$ cat src/rtl/tlv_record_parser_top_defines.svh
// ============================================================================
// TLV record parser assertion macros
// Shorthand for the concurrent checks at the end of the top level.
// ============================================================================
`ifndef TLV_RECORD_PARSER_TOP_DEFINES_SVH
`define TLV_RECORD_PARSER_TOP_DEFINES_SVH

// The consequent must hold in the same cycle as the antecedent.
`define TLV_ASSERT_IMPLY(label, ante, cons, msg) \
    label: assert property (@(posedge i_clk) disable iff (!i_rst_n) \
        (ante) |-> (cons)) else $error(msg);

// The consequent must hold in the cycle after the antecedent.
`define TLV_ASSERT_NEXT(label, ante, cons, msg) \
    label: assert property (@(posedge i_clk) disable iff (!i_rst_n) \
        (ante) |=> (cons)) else $error(msg);

`endif

$ cat src/rtl/tlv_rp_pkg.sv
`timescale 1ns / 1ps
// ============================================================================
// TLV record parser package
// Item types shared by the parser modules, plus the parse phase codes and word sizes used by the parser core.
// ============================================================================
package tlv_rp_pkg;

    localparam int unsigned HEADER_BYTES = 5;
    localparam int unsigned WORD16_BYTES = 2;
    localparam int unsigned WORD32_BYTES = 4;
    localparam int unsigned WORD64_BYTES = 8;

    typedef enum logic [2:0] {
        PH_TAG   = 3'd0,
        PH_LEN0  = 3'd1,
        PH_LEN1  = 3'd2,
        PH_LEN2  = 3'd3,
        PH_LEN3  = 3'd4,
        PH_VALUE = 3'd5
    } t_phase;

    typedef struct packed {
        logic [7:0] data_byte;
        logic       buffer_end;
    } t_in_item;

    typedef struct packed {
        logic [7:0]  record_tag;
        logic [31:0] record_length;
        logic        has_byte;
        logic [7:0]  value_byte;
        logic [31:0] byte_offset;
        logic        record_done;
        logic [15:0] word16;
        logic [31:0] word32;
        logic [63:0] word64;
        logic        truncated;
    } t_out_item;

endpackage

$ cat src/rtl/tlv_rp_parser.sv
`timescale 1ns / 1ps
// ============================================================================
// TLV record parser core
// Holds the record state and forms at most one result for each byte.
// ============================================================================
module tlv_rp_parser (
    input  logic                 i_clk,
    input  logic                 i_rst_n,
    input  logic                 i_valid,
    input  tlv_rp_pkg::t_in_item i_item,
    output logic                 o_res_valid,
    output tlv_rp_pkg::t_out_item o_res
);
    import tlv_rp_pkg::*;

    t_phase      r_phase,  n_phase;
    logic [7:0]  r_tag,    n_tag;
    logic [31:0] r_length, n_length;
    logic [31:0] r_count,  n_count;
    logic [63:0] r_head,   n_head;

    logic [7:0]  b;
    logic        last;
    logic        hdr_byte;
    logic        zero_len;
    logic        done;
    logic [31:0] count_inc;

    assign b    = i_item.data_byte;
    assign last = i_item.buffer_end;
    assign count_inc = r_count + 32'd1;

    always_comb begin
        n_phase  = r_phase;
        n_tag    = r_tag;
        n_length = r_length;
        n_count  = r_count;
        n_head   = r_head;
        hdr_byte = 1'b0;
        zero_len = 1'b0;
        done     = 1'b0;
        o_res_valid = 1'b0;
        o_res       = '0;
        if (i_valid) begin
            case (r_phase)
                PH_LEN0: begin
                    n_length[7:0] = b;
                    n_phase  = PH_LEN1;
                    hdr_byte = 1'b1;
                end
                PH_LEN1: begin
                    n_length[15:8] = b;
                    n_phase  = PH_LEN2;
                    hdr_byte = 1'b1;
                end
                PH_LEN2: begin
                    n_length[23:16] = b;
                    n_phase  = PH_LEN3;
                    hdr_byte = 1'b1;
                end
                PH_LEN3: begin
                    n_length[31:24] = b;
                    if (n_length == 32'd0) begin
                        zero_len = 1'b1;
                        n_phase  = PH_TAG;
                    end else begin
                        n_phase  = PH_VALUE;
                        hdr_byte = 1'b1;
                    end
                end
                PH_VALUE: begin
                    if (r_count[31:3] == 29'd0) begin
                        n_head[{r_count[2:0], 3'b000} +: 8] = b;
                    end
                    n_count = count_inc;
                    done    = (count_inc == r_length);
                    if (done) begin
                        n_phase = PH_TAG;
                    end
                end
                default: begin
                    // Tag byte; the unused phase codes land here as well.
                    n_tag    = b;
                    n_length = '0;
                    n_count  = '0;
                    n_head   = '0;
                    n_phase  = PH_LEN0;
                    hdr_byte = 1'b1;
                end
            endcase

            o_res.record_tag = n_tag;
            if (zero_len) begin
                o_res_valid       = 1'b1;
                o_res.record_done = 1'b1;
            end else if (r_phase == PH_VALUE) begin
                o_res_valid         = 1'b1;
                o_res.record_length = r_length;
                o_res.has_byte      = 1'b1;
                o_res.value_byte    = b;
                o_res.byte_offset   = r_count;
                o_res.record_done   = done;
                o_res.truncated     = !done && last;
                if (done && r_length >= WORD16_BYTES) begin
                    o_res.word16 = n_head[15:0];
                end
                if (done && r_length >= WORD32_BYTES) begin
                    o_res.word32 = n_head[31:0];
                end
                if (done && r_length >= WORD64_BYTES) begin
                    o_res.word64 = n_head;
                end
            end else if (hdr_byte && last) begin
                o_res_valid     = 1'b1;
                o_res.truncated = 1'b1;
            end

            if (last) begin
                n_phase = PH_TAG;
            end
        end
    end

    always_ff @(posedge i_clk) begin
        if (!i_rst_n) begin
            r_phase  <= PH_TAG;
            r_tag    <= '0;
            r_length <= '0;
            r_count  <= '0;
            r_head   <= '0;
        end else begin
            r_phase  <= n_phase;
            r_tag    <= n_tag;
            r_length <= n_length;
            r_count  <= n_count;
            r_head   <= n_head;
        end
    end

endmodule

$ cat src/rtl/tlv_rp_out_buf.sv
`timescale 1ns / 1ps
// ============================================================================
// TLV record parser output buffer
// Result register with a skid stage so input and output stall independently.
// ============================================================================
module tlv_rp_out_buf (
    input  logic                  i_clk,
    input  logic                  i_rst_n,
    input  logic                  i_push,
    input  tlv_rp_pkg::t_out_item i_item,
    output logic                  o_full,
    output logic                  o_valid,
    input  logic                  i_stall,
    output tlv_rp_pkg::t_out_item o_item
);
    import tlv_rp_pkg::*;

    logic      r_main_valid, r_skid_valid;
    t_out_item r_main, r_skid;
    logic      pop;

    assign pop     = r_main_valid && !i_stall;
    assign o_valid = r_main_valid;
    assign o_item  = r_main;
    assign o_full  = r_skid_valid;

    always_ff @(posedge i_clk) begin
        if (!i_rst_n) begin
            r_main_valid <= 1'b0;
            r_skid_valid <= 1'b0;
        end else if (r_skid_valid) begin
            if (pop) begin
                r_main_valid <= 1'b1;
                r_skid_valid <= 1'b0;
            end
        end else if (i_push) begin
            if (!r_main_valid || pop) begin
                r_main_valid <= 1'b1;
            end else begin
                r_skid_valid <= 1'b1;
            end
        end else if (pop) begin
            r_main_valid <= 1'b0;
        end
    end

    always_ff @(posedge i_clk) begin
        if (r_skid_valid) begin
            if (pop) begin
                r_main <= r_skid;
            end
        end else if (i_push) begin
            if (!r_main_valid || pop) begin
                r_main <= i_item;
            end else begin
                r_skid <= i_item;
            end
        end
    end

endmodule

$ cat src/rtl/tlv_record_parser_top.sv
`timescale 1ns / 1ps
// ============================================================================
// TLV record parser
// Streaming parser for one-byte-tag, four-byte-length value records.
// ============================================================================
// The block takes a buffer one byte per item, with buffer_end set on the last
// byte, and splits it into records of a tag byte, a four-byte little-endian
// length and that many value bytes. Each value byte leaves as one result item
// with its tag, declared length and offset; the last byte of a record also
// sets record_done and carries the first 2, 4 and 8 value bytes as
// little-endian words, each zero when the record is shorter than the word. A
// zero-length record yields a single done item on its last length byte. When
// the buffer ends inside a header or a value the block emits an item with
// truncated set, which the consumer should treat as a discarded record, and
// parsing restarts with a tag byte at the next buffer. Header bytes other than
// that case produce no result. One item is accepted every clock cycle while
// o_in_stall is low: the record state is registered and the result lands in
// an output register. A two-deep output buffer (result register plus skid
// stage) lets the input keep flowing while one result waits; o_in_stall rises
// only when both stages are full.
// ============================================================================
module tlv_record_parser_top (
    input  logic                  i_clk,
    input  logic                  i_rst_n,
    // Input byte channel.
    input  logic                  i_in_valid,
    output logic                  o_in_stall,
    input  tlv_rp_pkg::t_in_item  i_in_item,
    // Result channel.
    output logic                  o_out_valid,
    input  logic                  i_out_stall,
    output tlv_rp_pkg::t_out_item o_out_item
);
    import tlv_rp_pkg::*;

`include "tlv_record_parser_top_defines.svh"

    logic      in_accept;
    logic      res_valid;
    t_out_item res;

    // The stall is taken straight from the skid flag, so it never depends
    // combinationally on the downstream stall.
    assign in_accept = i_in_valid && !o_in_stall;

    tlv_rp_parser u_parser (
        .i_clk       (i_clk),
        .i_rst_n     (i_rst_n),
        .i_valid     (in_accept),
        .i_item      (i_in_item),
        .o_res_valid (res_valid),
        .o_res       (res)
    );

    tlv_rp_out_buf u_out_buf (
        .i_clk   (i_clk),
        .i_rst_n (i_rst_n),
        .i_push  (res_valid),
        .i_item  (res),
        .o_full  (o_in_stall),
        .o_valid (o_out_valid),
        .i_stall (i_out_stall),
        .o_item  (o_out_item)
    );

    // A filled skid stage always sits behind a filled result register.
    `TLV_ASSERT_IMPLY(a_skid_behind_main, o_in_stall, o_out_valid, "skid full, main empty")

    // A full buffer drains its skid stage as soon as the consumer takes an item.
    `TLV_ASSERT_NEXT(a_skid_drains, o_in_stall && !i_out_stall, !o_in_stall, "skid not drained")

    // A record is either complete or cut short, never both.
    `TLV_ASSERT_IMPLY(a_done_not_trunc, o_out_valid, !(o_out_item.record_done && o_out_item.truncated), "done and truncated")

    // Items without a value byte carry no byte and no offset.
    `TLV_ASSERT_IMPLY(a_no_byte_zero, o_out_valid && !o_out_item.has_byte, o_out_item.value_byte == 8'd0 && o_out_item.byte_offset == 32'd0, "stray value byte")

endmodule
$ cat config.mk
export PLATFORM = sky130hd
export DESIGN_NAME = tlv_record_parser_top
export DESIGN_NICKNAME = d
export VERILOG_FILES = /design/src/rtl/tlv_rp_pkg.sv /design/src/rtl/tlv_rp_parser.sv /design/src/rtl/tlv_rp_out_buf.sv /design/src/rtl/tlv_record_parser_top.sv
export VERILOG_INCLUDE_DIRS = /design/src /design/src/rtl
export SDC_FILE = /design/constraint.sdc
export NUM_CORES = 1
export LEC_CHECK = 0
export BUFFER_PORTS_ARGS = -buffer_cell sky130_fd_sc_hd__buf_2
export CORE_UTILIZATION = 60
export CTS_CLUSTER_DIAMETER = 120
export DETAILED_ROUTE_END_ITERATION = 16
export PLACE_DENSITY_LB_ADDON = 0.12
export SYNTH_ARGS = -nofsm -noshare
export SYNTH_HDL_FRONTEND = slang
export SYNTH_HIERARCHICAL = 1
export SYNTH_SLANG_ARGS = --single-unit
$ cat constraint.sdc
create_clock -name i_clk -period 44 [get_ports i_clk]
set_input_delay 11 -clock i_clk [delete_from_list [all_inputs] [get_ports i_clk]]
set_output_delay 11 -clock i_clk [all_outputs]
set_load 0.01 [all_outputs]
After elaboration in Yosys (flattened, before gate mapping)

Index checks and enable logic that the tools add are counted.

Add/sub/neg operators: 2
Order comparisons: 3
Equal/unequal tests: 9
Shifts and indexed selects: 2
Multiplexer cells: 47
Bitwise logic cells: 7
Reductions and logical operators: 32

Operators by type and width:

| kind                     | number |
|---|---|
| $mux W195                | 5 |
| $mux W186                | 1 |
| $mux W64                 | 2 |
| $pmux W64 S2             | 1 |
| $mux W113                | 1 |
| $mux W73                 | 1 |
| $bwmux W64               | 1 |
| $pmux W32 S2             | 1 |
| $pmux W8 S2              | 4 |
| $shift A8 B8 Y64 const A | 1 |
| $shiftx A8 B8 Y64        | 1 |
| $add A32 B1 Y32 const B  | 1 |
| $eq A32 B32 Y1           | 1 |
| $ge A32 B2 Y1 const B    | 1 |
| $ge A32 B3 Y1 const B    | 1 |
| $ge A32 B4 Y1 const B    | 1 |
| $logic_not A32 Y1        | 1 |
| $mux W32                 | 1 |
| $logic_not A29 Y1        | 1 |
| $mux W1                  | 22 |
| $reduce_or A4 Y1         | 5 |
| $mux W16                 | 1 |
| $pmux W3 S5              | 1 |
| $reduce_and A2 Y1        | 6 |
| 17 further kinds         | 40 |

Flip-flop bits (word level): 531
Logic and storage cells: 132

Longest topological paths before layout

Gate-level depths: netlist (run 1).

Depth after elaboration: 12
Depth in mapped cells: 14
Depth with buffers taken out: 12

By module

Netlist (run 1), hierarchy kept.

By module, submodules not included:

| module                | times used | cells an instance | area each (um^2) |
|---|---|---|---|
| tlv_rp_out_buf        | 1          | 619               | 14576.5 |
| tlv_rp_parser         | 1          | 1306              | 9396.5 |
| tlv_record_parser_top | 1          | 1                 | 13.8 |

Worst setup path after synthesis (run 1)

No wires, ideal clock.

Path type: input to register
Start point: input port i_in_item[8] (netlist name)
End point: register u_out_buf.r_main (netlist bit u_out_buf/o_item[0]) (enable)
Arrival: 20.812 ns
Data required time: 43.196 ns
Slack: 22.384 ns
Stages: 8
Cells stage by stage: buf_1 -> nor4_1 -> and4_1 -> and2_1 -> nor3_1 -> nor2_1 -> nand2b_1 -> a21boi_1

Cells in the longest elaborated chain, start to end: 11

Ends and longest elaborated chain:

| what                                  | RTL line                    | RTL |
|---|---|---|
| from (decl)                           | tlv_record_parser_top.sv:28 | `input tlv_rp_pkg::t_in_item i_in_item,` |
| $logic_not A32 Y1 *                   | tlv_rp_parser.sv:63         | `if (n_length == 32'd0) begin` |
| $mux W1                               | tlv_rp_parser.sv:63         |  |
| $pmux W1 S2                           | tlv_rp_parser.sv:45         | `case (r_phase)` |
| $mux W1                               | tlv_rp_parser.sv:44         | `if (i_valid) begin` |
| $logic_and A1 B1 Y1                   | tlv_rp_parser.sv:113        | `end else if (hdr_byte && last) begin` |
| $mux W1                               | tlv_rp_parser.sv:113        |  |
| $mux W1                               | tlv_rp_parser.sv:96         | `end else if (r_phase == PH_VALUE) begin` |
| $mux W1 *                             | tlv_rp_parser.sv:93         | `if (zero_len) begin` |
| $mux W1 *                             | tlv_rp_parser.sv:44         |  |
| net res_valid                         | tlv_record_parser_top.sv:39 | `logic res_valid;` |
| $reduce_bool A2 Y1 (no source line) * | --                          |  |
| $reduce_and A3 Y1 (no source line) *  | --                          |  |
| to (signal assigned)                  | tlv_rp_out_buf.sv:50        | `r_main <= r_skid;` |
| to (signal assigned)                  | tlv_rp_out_buf.sv:54        | `r_main <= i_item;` |
| to (decl)                             | tlv_rp_out_buf.sv:19        | `t_out_item r_main, r_skid;` |

Mark *: on every way through the listed nets, which the timed path passes. The rest lies on a longest branch. The select of a mux whose other input is x is not followed.
A chain may end at the register's enable or synchronous reset.

Final worst setup path (run 1)

Start point: input port i_in_valid
End point: register u_out_buf.r_main (netlist bit u_out_buf/o_item[22]) (enable)

Cells in the longest elaborated chain, start to end: 4

Ends and longest elaborated chain:

| what                                | RTL line                    | RTL |
|---|---|---|
| from (decl)                         | tlv_record_parser_top.sv:26 | `input logic i_in_valid,` |
| $logic_and A1 B1 Y1                 | tlv_record_parser_top.sv:44 | `assign in_accept = i_in_valid && !o_in_stall;` |
| net in_accept                       | tlv_record_parser_top.sv:38 | `logic in_accept;` |
| $mux W1                             | tlv_rp_parser.sv:44         |  |
| net res_valid                       | tlv_record_parser_top.sv:39 |  |
| $reduce_bool A2 Y1 (no source line) | --                          |  |
| $reduce_and A3 Y1 (no source line)  | --                          |  |

The timed path passes the listed nets, and every way through them passes these cells.

==> metrics.md, run 1 <==
| Metric | Value |
|---|---|
| Avg Vias per Cell | 6.29 |
| Crit. End Element | register |
| Grt met3 use | 0.0432 |
| Commonest cells after routing, fill and taps aside | edfxtp_1 (390), buf_2 (209), nand2_1 (144) |
| Sw power | 0.000232 W |
| Total core area | 39000 um^2 |
| Die width | 202 um |
| MaxCap Viol Count | 0 |
| Net count after synthesis | 1943 |
| Startpoint types | input pin |
| Fin Hold WS | 459 ps |
| DRC | 0 |
| VDD IR max | 0.0308 mV |
| GPL Wtd Cong | 0.918 |
| Drt first-iter violations | 1684 |
| CP delay by family, top | buffers and inverters |
| Clock transition at path regs | 60 ps |
| Most common cell on crit path | buf_4 |
| Synth area leaders | edfxtp_1 (49%), dfxtp_1 (12%), mux2_4 (6.3%), mux2_2 (4.5%), a21oi_1 (2.9%) |
| Final setup viols | 0 |
| Wirelength, routed | 59.2 mm |
| Worst Skew | 19.8 ps |
| Comb power frac | 0.054 |
| Slew Limit Fails | 0 |
| FP Rows | 72 |
| Worst endpoint data arrival time | 14220 ps |
| Final period util | 0.318 |
| Total congestion overflow | 0 |
| CTS Sinks | 531 |
| NumNets Final | 2069 |
| Fillcell total | 2767 |
| Multi-input gate area | 8630 um^2 |
| Antenna Nets Post-Route | 0 |
| Reg power frac | 0.516 |
| Slowest cell on crit path | buf_4 |
| RSZ-0062 raised after global routing | false |
| Clock latency on the worst-skew pair | 590 ps |
| DR pass1 iterations | 6 |
| Initial antenna violation count | 1 |
| Int Pwr | 0.000836 W |
| Cts hold-fix bufs | 0 |
| Main synth FF type | edfxtp_1 |
| Largest net degree at the start of global routing | 154 |
| GRT Util Overall | 0.288 |
| GR Util met1 | 0.452 |
| PD cells | 39.7 nW/um^2 |
| CTS H-tree depth | 2 |
| Synth warn | 6 |
| Post-synth EDFFs | 390 |
| Async SR Flop Fraction | 0 |
| Vias in the first global route | 15344 |
| CTS Buf Count | 51 |
| Root Buffer | clkbuf_16 |
| Maximum clock frequency | 0.0714 GHz |
| Drt wl/cell | 22.7 um |
| Post-Route Setup TNS | 0 ps |
| IO Pins | 210 |
| Worst-path cell chain | buf_2, nor2b_4, buf_4, inv_1, buf_4, nor2_1, nand2b_1, a21boi_4, buf_4, buf_4 |
| Largest fanout on the critical path | 68 |
| GRT busiest layer | met1 |
| Cell accounting for the most synthesized area | edfxtp_1 |
| Diode count | 0 |
| Postcts setup bufs | 0 |
| Status | finished, final reports clean |
| Worst endpoint required time | 44210 ps |
| Seq cells post-synth | 531 |
| Cts repair resizes | 0 |
| GR met2 Demand/Resource | 0.416 |
| Critical path class | input pin to register |
| Register-to-register setup slack | 38540 ps |
| Cell leakage power | 9.30 nW |
| Post-Syn Area | 24000 um^2 |
| Area growth from synthesis to layout | 12.1% |
| Tmin final | 14010 ps |
| Area occupied by registers | 14500 um^2 |
| First-pass GRT wire length | 91.7 mm |
| Port bufs | 209 |
| Die H | 202 um |
| DIE AREA | 40800 um^2 |
| Max incr delay on CP | 820 ps |
| Mapped Cells | 1926 |
| Synth unique cells | 73 |
| Initial cell density of the core | 0.615 |
| Worst Path Buf+Inv | 6 |
| CTS tree | built |
| Max clock buf depth | 3 |
| Worst Hold Class | register to register |
| DP HPWL | 37.8 mm |
| Share of cells above drive strength 1 | 0.279 |
| Measured slew at the worst slew-check pin | 1210 ps |
| Clock share of power | 0.430 |
| Slew HR | 0.192 |
| Post-synth top area share | 0.488 |
| Switching share of power | 0.217 |
| Routed vias | 16440 |
| Post-synthesis sequential area ratio | 0.606 |
| Commonest non-fill, non-tap cell in the layout | edfxtp_1 |
| Fin. Hold Viols | 0 |
| Syn avg cell area | 12.5 um^2 |
[synth_stat cells (44+ instances only)]
cell      number
a21oi_1      139
a22oi_1       50
and3_1        70
clkbuf_1     104
dfxtp_1      141
edfxtp_1     390
mux2_2        96
mux2_4       100
nand2_1      144
nand3_1       47
nor2_1       143
nor3_1        62
nor3_2        59
nor4_1        44
[area by class of cell]
| type | instances | area share |
|---|---|---|
| inverter | 25 | 0.00354 |
| clock buffer | 71 | 0.0541 |
| sequential | 531 | 0.541 |
| timing repair buffer | 230 | 0.0452 |
| multi-input combinational | 1213 | 0.321 |
| clock inverter | 24 | 0.0114 |
| tap | 518 | 0.0241 |
[layer usage]
metal / vias up / share of wire
met5: - / 0
met2: 839 / 0.44
met3: 79 / 0.081
met4: 0 / 0.017
met1: 8074 / 0.46
li1: 7448 / -
[logic make-up after synthesis]
group,after synthesis,share of synthesized area
buffers and inverters,182,0.0363
XOR/XNOR,51,0.0186
flip-flops,531,0.606
adder cells (fa/ha/maj),4,0.00209
AND/OR/NAND/NOR,653,0.148
multiplexers,198,0.108
AO/OA/AOI/OAI,307,0.0810
[power by group through the flow]
| stage | Clock [W] | Combinational, W | Sequential [W] |
|---|---|---|---|
| after global placement | 0 | 0.0000555 | 0.000562 |
| after global routing | 0.000483 | 0.0000607 | 0.000552 |
| after CTS | 0.000466 | 0.0000565 | 0.000551 |
| after detailed placement | 0 | 0.0000562 | 0.000562 |
| after floorplan | 0 | 0.0000332 | 0.000568 |
| final | 0.000459 | 0.0000572 | 0.000551 |
[per-stage QoR]
stage	power (W)	util	cells	setup WS, ps	area (um^2)
after floorplan	0.000602	-	1926	22380	24000
after global placement	0.000617	0.644	2517	29540	25100
after detailed placement	0.000618	0.644	2517	29450	25100
after CTS	0.00107	0.689	2612	30060	26900
after global routing	0.00110	0.689	2612	29740	26900
final	0.00107	0.689	2612	29990	26900
[worst paths after layout]
| check | cells after the start | to | start |
|---|---|---|---|
| min | 2 | u_parser/r_tag[5]$_SDFFE_PN0P_ | u_parser/r_tag[5]$_SDFFE_PN0P_ |
| max reg2reg | 10 | u_out_buf/o_item[12]$_DFFE_PP_ | u_parser/r_count[0]$_SDFFE_PN0P_ |
| max | 10 | u_out_buf/o_item[22]$_DFFE_PP_ | i_in_valid |
| min reg2reg | 2 | u_parser/r_tag[5]$_SDFFE_PN0P_ | u_parser/r_tag[5]$_SDFFE_PN0P_ |
[tightest hold or removal path: cells and delay by family (launching register included)]
| kind | cells | cell delay (ps) |
|---|---|---|
| AO/OA/AOI/OAI | 1 | 50 |
| flip-flops | 1 | 310 |
| AND/OR/NAND/NOR | 1 | 50 |
[flip-flops by register name, indices dropped and copies added, names as in the netlist]
name	flops
u_out_buf/o_item	195
u_out_buf/r_skid	195
u_parser/r_head	64
u_parser/r_count	32
u_parser/r_length	32
u_parser/r_tag	8
u_parser/r_phase	3
u_out_buf/o_full	1
u_out_buf/o_valid	1
(Power assumes the default switching activity.)
==> inputs of run 2 (changes only) <==
clock period = 13.4 ns   (was 44 ns; I/O delays follow)
==> metrics.md, run 2 (synthesis results as in run 1) <==
| Metric | Value |
|---|---|
| Status | finished, final reports clean |
| Max clock buf depth | 3 (unchanged) |
| Slew Limit Fails | 0 (unchanged) |
| Slowest cell on crit path | buf_4 |
| DIE AREA | 40800 um^2 (unchanged) |
| Wirelength, routed | 58.9 mm (-0.53%) |
| FP Rows | 72 (unchanged) |
| Worst endpoint required time | 13630 ps (-30580 ps) |
| Worst-path cell chain | buf_2, nor2b_4, buf_4, inv_1, buf_4, nor2_1, nand2b_1, a21boi_4, buf_4, buf_4 |
| CTS Buf Count | 52 (+2.0%) |
| Measured slew at the worst slew-check pin | 1190 ps (-20.6 ps) |
| Final period util | 0.498 |
| GR Util met1 | 0.448 (-0.00441) |
| Total congestion overflow | 0 (unchanged) |
| IO Pins | 210 (unchanged) |
| Die width | 202 um (unchanged) |
| Postcts setup bufs | 0 (unchanged) |
| Root Buffer | clkbuf_16 |
| Worst endpoint data arrival time | 6910 ps (-7310 ps) |
| Initial antenna violation count | 2 (+1) |
| Worst Skew | 19.3 ps (-0.482 ps) |
| DP HPWL | 37.7 mm (-0.23%) |
| GPL Wtd Cong | 0.921 (+0.40%) |
| Die H | 202 um (unchanged) |
| GR met2 Demand/Resource | 0.404 (-0.0119) |
| Critical path class | input pin to register |
| Setup ws final | 6720 ps (-23270 ps) |
| Startpoint types | input pin |
| Vias in the first global route | 15241 (-0.67%) |
| Drt wl/cell | 22.5 um (-0.68%) |
| RSZ-0062 raised after global routing | false |
| Fin. Hold Viols | 0 (unchanged) |
| MaxCap Viol Count | 0 (unchanged) |
| CTS Sinks | 531 (unchanged) |
| CTS H-tree depth | 2 (unchanged) |
| Share of cells above drive strength 1 | 0.279 (+0.000344) |
| Worst Hold Class | register to register |
| Grt met3 use | 0.0492 (+0.00597) |
| Largest net degree at the start of global routing | 149 (-3.2%) |
| CTS tree | built |
| NumNets Final | 2069 (unchanged) |
| VDD IR max | 0.0937 mV (+200%) |
| Port bufs | 209 (unchanged) |
| Hold Crit Start | u_parser/r_tag[6]$_SDFFE_PN0P_ |
| GRT busiest layer | met1 |
| Commonest cells after routing, fill and taps aside | edfxtp_1 (390), buf_2 (209), nand2_1 (144) |
| Most common cell on crit path | buf_4 |
| Cts hold-fix bufs | 0 (unchanged) |
| Commonest non-fill, non-tap cell in the layout | edfxtp_1 |
| Post-route insts no fill | 2616 (+0.15%) |
| Cell leakage power | 9.30 nW (about the same) |
| Dpl cells | 2516 (-0.040%) |
| Post-Route Setup TNS | 0 ps (unchanged) |
| Tmin final | 6680 ps |
| Cts repair resizes | 0 (unchanged) |
| Final setup viols | 0 (unchanged) |
| Clock transition at path regs | 60 ps (about the same) |
| R2R Path Start | u_parser/r_count[0]$_SDFFE_PN0P_ |
| Fillcell total | 2780 (+0.47%) |
| Maximum clock frequency | 0.150 GHz |
| PD cells | 131 nW/um^2 (+230%) |
| Setup WS pre-CTS | 6120 ps (-23330 ps) |
| First-pass GRT wire length | 90.5 mm (-1.4%) |
| Initial cell density of the core | 0.615 (unchanged) |
| Worst Setup SP | i_in_valid |
| Routed vias | 16333 (-0.65%) |
| DR pass1 iterations | 6 (unchanged) |
| Max incr delay on CP | 730 ps (-90 ps) |
| Area growth from synthesis to layout | 12.2% |
| Drt first-iter violations | 1851 (+9.9%) |
| Largest fanout on the critical path | 60 (-12%) |
| Avg Vias per Cell | 6.24 (-0.80%) |
| Total core area | 39000 um^2 (unchanged) |
| Antenna Nets Post-Route | 0 (unchanged) |
| Clock latency on the worst-skew pair | 600 ps (about the same) |
| DRC | 0 (unchanged) |
| GRT Util Overall | 0.285 (-0.00216) |
| Slew HR | 0.206 (+0.0137) |
| Crit. End Element | register |
==> run 2: changes by cell type in the layout (fill, tap and decap cells not counted), sizes merged <==
cell	before	now
clkinvlp	1	5
diode	0	3
bufinv	7	10
inv	24	26
buf	230	229
clkinv	17	24
clkbuf	71	57
==> run 2: critical path: cells and delay by family <==
family / cells / cell delay (ps)
buffers and inverters: 6 / 2280
AOI/OAI and AO/OA: 1 / 560
and+or+nand+nor: 3 / 580
==> run 2: path summary, 6_finish.rpt <==
path / slack (ps) / endpoint / cells after the start
setup / recovery: 6720 / u_out_buf/o_item[88]$_DFFE_PP_ / 10
hold / removal: 460 / u_parser/r_tag[6]$_SDFFE_PN0P_ / 2
setup reg to reg: 8070 / u_out_buf/o_item[22]$_DFFE_PP_ / 10
hold reg to reg: 460 / u_parser/r_tag[6]$_SDFFE_PN0P_ / 2
==> run 2: layer usage <==
layer	wire, um	vias up
li1	-	7451
met1	27400	8037
met2	25700	752
met3	4530	93
met4	1310	0
met5	0	-
==> run 2: final cells by class <==
cell class | count | area, um^2 | share of cell area
clock inverter | 40 | 479 | 0.0178
timing repair buffer | 229 | 1210 | 0.0449
clock buffer | 57 | 1320 | 0.0490
tap | 518 | 648 | 0.0241
sequential | 531 | 14500 | 0.540
inverter | 25 | 95.1 | 0.00353
antenna | 3 | 7.51 | 0.000279
multi-input combinational | 1213 | 8630 | 0.320
==> run 2: report_power, final <==
group	switching [W]	internal, W
registers	0.0000170	0.00179
clock network	0.000627	0.000908
logic	0.000129	0.0000566
total	0.000773	0.00276
==> run 2: through the flow <==
stage	power [W]	instance area (um^2)	util	hold WS, ps
after floorplan	0.00197	24000	-	437
after global placement	0.00203	25100	0.644	444
after detailed placement	0.00203	25100	0.644	451
after CTS	0.00355	26900	0.690	459
after global routing	0.00363	26900	0.690	486
final	0.00353	26900	0.690	460
